==> src/rpc_pkg.sv <==
`timescale 1ns / 1ps
`default_nettype none

package rpc_pkg;

  localparam int POS_WIDTH_DEF = 51;
  localparam int VEL_WIDTH_DEF = 11;

  localparam int CFG_IDX_W = 2;
  localparam logic [CFG_IDX_W-1:0] REG_AREA_MIN = 2'd0;
  localparam logic [CFG_IDX_W-1:0] REG_AREA_MAX = 2'd1;

  localparam longint AREA_MIN_RESET = 64'sd200000000000000;
  localparam longint AREA_MAX_RESET = 64'sd400000000000000;

  typedef struct packed {
    logic par_space;
    logic par_plane;
    logic future;
  } rpc_flags_t;

endpackage

`default_nettype wire

==> src/rpc_vel_stage.sv <==
`timescale 1ns / 1ps
`default_nettype none

module rpc_vel_stage #(
  parameter int POS_WIDTH = rpc_pkg::POS_WIDTH_DEF,
  parameter int VEL_WIDTH = rpc_pkg::VEL_WIDTH_DEF
) (
  input  logic                          clk,
  input  logic                          rst_n,
  input  logic                          up_valid,
  output logic                          up_ready,
  input  logic signed [POS_WIDTH-1:0]   p1x,
  input  logic signed [POS_WIDTH-1:0]   p1y,
  input  logic signed [POS_WIDTH-1:0]   p2x,
  input  logic signed [POS_WIDTH-1:0]   p2y,
  input  logic signed [VEL_WIDTH-1:0]   v1x,
  input  logic signed [VEL_WIDTH-1:0]   v1y,
  input  logic signed [VEL_WIDTH-1:0]   v1z,
  input  logic signed [VEL_WIDTH-1:0]   v2x,
  input  logic signed [VEL_WIDTH-1:0]   v2y,
  input  logic signed [VEL_WIDTH-1:0]   v2z,
  output logic                          dn_valid,
  input  logic                          dn_ready,
  output rpc_pkg::rpc_flags_t           flags_o,
  output logic signed [2*VEL_WIDTH:0]   den_o,
  output logic signed [POS_WIDTH:0]     dx_o,
  output logic signed [POS_WIDTH:0]     dy_o,
  output logic signed [POS_WIDTH-1:0]   p1x_o,
  output logic signed [POS_WIDTH-1:0]   p1y_o,
  output logic signed [VEL_WIDTH-1:0]   v1x_o,
  output logic signed [VEL_WIDTH-1:0]   v1y_o,
  output logic signed [VEL_WIDTH-1:0]   v2x_o,
  output logic signed [VEL_WIDTH-1:0]   v2y_o
);
  import rpc_pkg::*;

  localparam int DW = 2 * VEL_WIDTH + 1;
  localparam int AW = POS_WIDTH + 1;

  logic                        valid_r;
  logic                        load;
  logic signed [DW-1:0]        den_nxt, cx, cy, den_r;
  logic signed [AW-1:0]        dx_nxt, dy_nxt, dx_r, dy_r;
  rpc_flags_t                  flags_nxt, flags_r;
  logic signed [POS_WIDTH-1:0] p1x_r, p1y_r;
  logic signed [VEL_WIDTH-1:0] v1x_r, v1y_r, v2x_r, v2y_r;

  assign den_nxt = DW'(v1x) * DW'(v2y) - DW'(v1y) * DW'(v2x);
  assign cx      = DW'(v1y) * DW'(v2z) - DW'(v1z) * DW'(v2y);
  assign cy      = DW'(v1z) * DW'(v2x) - DW'(v1x) * DW'(v2z);
  assign dx_nxt  = AW'(p2x) - AW'(p1x);
  assign dy_nxt  = AW'(p2y) - AW'(p1y);

  always_comb begin
    flags_nxt.par_plane = (den_nxt == '0);
    flags_nxt.par_space = flags_nxt.par_plane && (cx == '0) && (cy == '0);
    flags_nxt.future    = 1'b0;
  end

  assign up_ready = !valid_r || dn_ready;
  assign load     = up_valid && up_ready;

  always_ff @(posedge clk) begin
    if (!rst_n) begin
      valid_r <= 1'b0;
    end else if (up_ready) begin
      valid_r <= up_valid;
    end
  end

  always_ff @(posedge clk) begin
    if (load) begin
      den_r   <= den_nxt;
      flags_r <= flags_nxt;
      dx_r    <= dx_nxt;
      dy_r    <= dy_nxt;
      p1x_r   <= p1x;
      p1y_r   <= p1y;
      v1x_r   <= v1x;
      v1y_r   <= v1y;
      v2x_r   <= v2x;
      v2y_r   <= v2y;
    end
  end

  assign dn_valid = valid_r;
  assign flags_o  = flags_r;
  assign den_o    = den_r;
  assign dx_o     = dx_r;
  assign dy_o     = dy_r;
  assign p1x_o    = p1x_r;
  assign p1y_o    = p1y_r;
  assign v1x_o    = v1x_r;
  assign v1y_o    = v1y_r;
  assign v2x_o    = v2x_r;
  assign v2y_o    = v2y_r;

endmodule

`default_nettype wire

==> config.mk <==
export PLATFORM = sky130hd
export DESIGN_NAME = rpc_vel_stage
export DESIGN_NICKNAME = d
export VERILOG_FILES = /design/src/rpc_pkg.sv /design/src/rpc_vel_stage.sv
export SDC_FILE = /design/constraint.sdc
export NUM_CORES = 2
export LEC_CHECK = 0
export BUFFER_PORTS_ARGS = -buffer_cell sky130_fd_sc_hd__buf_4
export CELL_PAD_IN_SITES_DETAIL_PLACEMENT = 0
export CELL_PAD_IN_SITES_GLOBAL_PLACEMENT = 1
export CORE_AREA = 3 3 322 324
export DETAILED_ROUTE_END_ITERATION = 10
export DIE_AREA = 0 0 325 327
export HOLD_SLACK_MARGIN = 0.06
export PLACE_DENSITY_LB_ADDON = 0.1
export SKIP_LAST_GASP = 1
export SYNTH_ARGS = -nofsm -noshare
export SYNTH_HDL_FRONTEND = slang
export SYNTH_SLANG_ARGS = --single-unit
==> constraint.sdc <==
create_clock -name clk -period 8.2 [get_ports clk]
set_input_delay 1.64 -clock clk [delete_from_list [all_inputs] [get_ports clk]]
set_output_delay 1.64 -clock clk [all_outputs]
set_load 0.1 [all_outputs]
# --- Word level (Yosys, flattened, before mapping) ---
# Index checks and enable logic that the tools add are counted.
word_totals:
  register_bits: 276
  latch_bits: 0
  ram_bits: 0
  mem_bits_ro: 0
  elab_cells: 31
  mem_count: 0
op_classes:
  addsub: 5
  multipliers: 6
  div_mod_pow: 0
  n_lt_le_gt_ge: 0
  n_eq_ne: 0
  shifts: 0
  n_mux: 0
  bitwise: 0
  reduce_logical: 8
op_table:
  columns: ["operator", "n"]
  rows:
  - ["$mul 11x11->22", 6]
  - ["$sub 51x51->52", 2]
  - ["$logic_not 23->1", 3]
  - ["$sub 22x22->23", 3]
  - ["$logic_and 1x1->1", 3]
  - ["$logic_not 1->1", 1]
  - ["$logic_or 1x1->1", 1]

# --- Depth between registers and ports, before layout ---
logic_depth:
  depth_word: 5
  depth_mapped: 28

# --- Least setup slack after synthesis ---
# Ideal clock, no wire load.
synth_path:
  path_type: "input-to-reg"
  startpoint: "input port dn_ready"
  endpoint: "register den_r[0] (netlist: den_o[0]) (enable)"
  setup_time_ns: 0.669
  arrival_time_ns: 8.768
  slack_ns: -1.237
  path_stages: 2
  n_path_buf: 0
  cell_sequence: "nand2b_1 -> and2_1"
synth_between:
  elab_chain_len: 2
synth_rtl:
  columns: ["item", "line_no", "rtl"]
  rows:
  - ["start: declaration", "rpc_vel_stage.sv:23", "input logic dn_ready,"]
  - ["$logic_or 1x1->1", "rpc_vel_stage.sv:60", "assign up_ready = !valid_r || dn_ready;"]
  - ["$logic_and 1x1->1", "rpc_vel_stage.sv:61", "assign load = up_valid && up_ready;"]
  - ["named net load", "rpc_vel_stage.sv:41", "logic load;"]
  - ["end signal: assignment", "rpc_vel_stage.sv:73", "den_r <= den_nxt;"]
  - ["end: declaration", "rpc_vel_stage.sv:42", "logic signed [DW-1:0] den_nxt, cx, cy, den_r;"]
# The timed path passes the listed nets, and every way through them passes these cells.
# A chain may end at the register's enable or synchronous reset.

==> run metrics <==
number of I/O pins=approximately 550; pre-CTS WS=-1.13 ns; Reg2Reg Launch Point=dn_valid$_SDFFE_PN0N_; Num CTS Buffers=36; outcome=finished, final reports clean; startpoint types=input port; clock latency at the later pin of the worst-skew pair=just under 0.6 ns; hpwl dp=111,000 µm; Multi-input gate area=between 30,000 and 40,000 µm²; top-count cell post-synth=inv_1; R2R depth=3; Post-synth EDFFs=between 200 and 300; DRC violations left=0; Worst-path clk slew=about 0.080 ns; Max-slew headroom=0.363; WS Path Type=in2reg; Die Footprint=106,000 µm²; clock skew=between 0.03 and 0.04 ns; Yosys top cell by area=fa_1; starting density of the core=0.426; routed length per instance=20.1 µm; first-pass GRT wire length=between 150,000 and 200,000 µm; WP data required=8.67 ns; Gate Count Post-Synth=approximately 4,200; Max Freq=approximately 120 MHz; WP data arrival=approximately 8.6 ns; CTS tree=done; Die Y=roughly 330 µm; Fin Hold WS=around 0.54 ns; DRT antenna net count=0; Nets=approximately 6,600; Hold Crit Class=reg2reg; Slew @ Worst Pin=approximately 0.96 ns; setup_tns=0 ns; Hold Vio Cnt, Final=0; P&R area growth vs syn=25.6%; Final Slew Violations=0; crit end category=register; DR pass1 iterations=6; DR iter-0 viols=approximately 1,700; synth top area cells=fa_1 38%, edfxtp_1 19%, ha_1 10%; top_reg_cell synth=edfxtp_1; total of max-cap violations=0; critical path peak fanout=10; Critical-path top delay cell=fa_2; total global-route track usage=0.246; slack of the worst reg-to-reg path=~6 ns; #FFs+latches synth=around 280; Seq/Total Area, Yosys=0.191; area share of the largest cell type after synthesis=0.383; Rows=117; placer congestion estimate=0.869; Cell Area, Synth=~43,000 µm²; share of layout cells above drive strength 1=0.223; antenna violations before repair=9; RSZ-0062 raised after global routing=yes; # setup viols final=0; hold path start=dn_valid$_SDFFE_PN0N_; setup ws final=between 0.08 and 0.09 ns; Die W=~330 µm; Remaining Overflow, GRT=0; fin crit share=0.990; Yosys warnings=0; CP max stage delay=roughly 0.59 ns; Syn Area/Cell=10.3 µm²; drt total wl=between 100,000 and 150,000 µm; most frequent cells after synthesis=896 x inv_1, 827 x fa_1, 451 x and2_1, 353 x ha_1, 280 x nand2_1; IO buf count=550; Synthesized Nets=5,644; Vias/cell=4.86; vias in the first global route=about 34,000; worst flop-to-flop path endpoint=den_o[18]$_DFFE_PP_; Cell variety after synth=between 70 and 80; Tmin final=8.12 ns; Async SR Flop Fraction=0; H-Tree Depth=2; Core Area=101,000 µm²; Critical Path Most Common Cell=buf_4; worst hold stages=2; largest net degree at the start of global routing=roughly 150; Clock Path Buffers=3; fillers=around 9,300; Sink Count=276; Sequential cell area=roughly 8300 µm²; WHS Endpoint=dn_valid$_SDFFE_PN0N_; root buf cell=clkbuf_16; vias=31,600
## layout make-up
| class | instances | area share |
|---|---|---|
| inverters | 896 | 0.0620 |
| repair buffers | 1014 | 0.153 |
| diodes | 5 | 0.000230 |
| flip-flops and latches | 276 | 0.152 |
| clock buffers | 44 | 0.0171 |
| clock inverters | 21 | 0.00495 |
| multi-input cells | 2874 | 0.578 |
| well taps | 1368 | 0.0315 |
## repair_timing
action	CTS	global route
buffers inserted	2	22
hold buffers	0	0
pin swaps	21	60
gates cloned	1	3
endpoints found under the setup margin	2	2
gates resized for setup	53	79
## metrics by stage
stage / instance area [µm²] / util / cells
floorplan: 43200 / - / 4190
global route: 54300 / 0.535 / 6497
detailed placement: 52300 / 0.516 / 6402
finish: 54300 / 0.535 / 6498
global placement: 52300 / 0.516 / 6402
CTS: 53700 / 0.530 / 6469
## worst max-delay path, delay by kind of cell
family | cells | cell delay, ns
AND/OR/NAND/NOR | 10 | 2.20
AO/OA/AOI/OAI | 2 | 0.22
adder cells (fa/ha/maj) | 8 | 3.63
buffers and inverters | 6 | 0.89
## layer usage
metal	wire, µm	vias up	global-route usage	share of wire
met1	55600	15800	0.328	0.43
met4	4480	2	0.0807	0.034
met3	6850	154	0.0403	0.053
met2	63500	763	0.412	0.49
met5	13	-	0	0.00010
li1	-	14800	-	-
## cells in the final DEF, fill, tap and decap left out, types with 58 or more instances in the layout
cell and count:
ha_1 344, and2_1 438, fa_1 810, xnor2_1 116, buf_4 947, nand2b_1 58, a21oi_1 125, nor2_1 140
o21ai_0 66, edfxtp_1 275, nand2_1 278, inv_1 888
## cells by family (layout without fill, tap and decap cells)
group,count (synthesis),count (layout),synth area share
other,1,6,0.0000867
buffers and inverters,1040,1975,0.0904
xor gates and xnor gates,168,168,0.0344
and+or+nand+nor,1060,1060,0.128
adders and majority gates,1180,1180,0.485
AOI/OAI and AO/OA,458,458,0.0685
muxes,7,7,0.00162
DFF,276,276,0.191
## worst max path at each step
stage	from	endpoint	slack, ns	cells after the start
2_1_floorplan	v2x[2]	flags_o[2]$_DFFE_PP_	0.02	26
3_3_place_gp	v1z[10]	flags_o[2]$_DFFE_PP_	-1.04	24
3_5_place_dp	v1z[10]	flags_o[2]$_DFFE_PP_	-1.13	24
4_1_cts	v2y[4]	flags_o[2]$_DFFE_PP_	-0.03	25
5_1_grt	v2y[5]	flags_o[2]$_DFFE_PP_	-0.12	26
6_report	v1z[9]	flags_o[2]$_DFFE_PP_	0.08	26
## flip-flops by register name, summed over array words and instances, names as in the netlist
signal,flops
den_o,23
p1y_o,51
v2x_o,11
v1y_o,11
p1x_o,51
v2y_o,11
flags_o,2
dy_o,52
dn_valid,1
dx_o,52
v1x_o,11
Power is not shown: default switching activity piles up to over one toggle a cycle in this logic, so the estimate is an artifact.
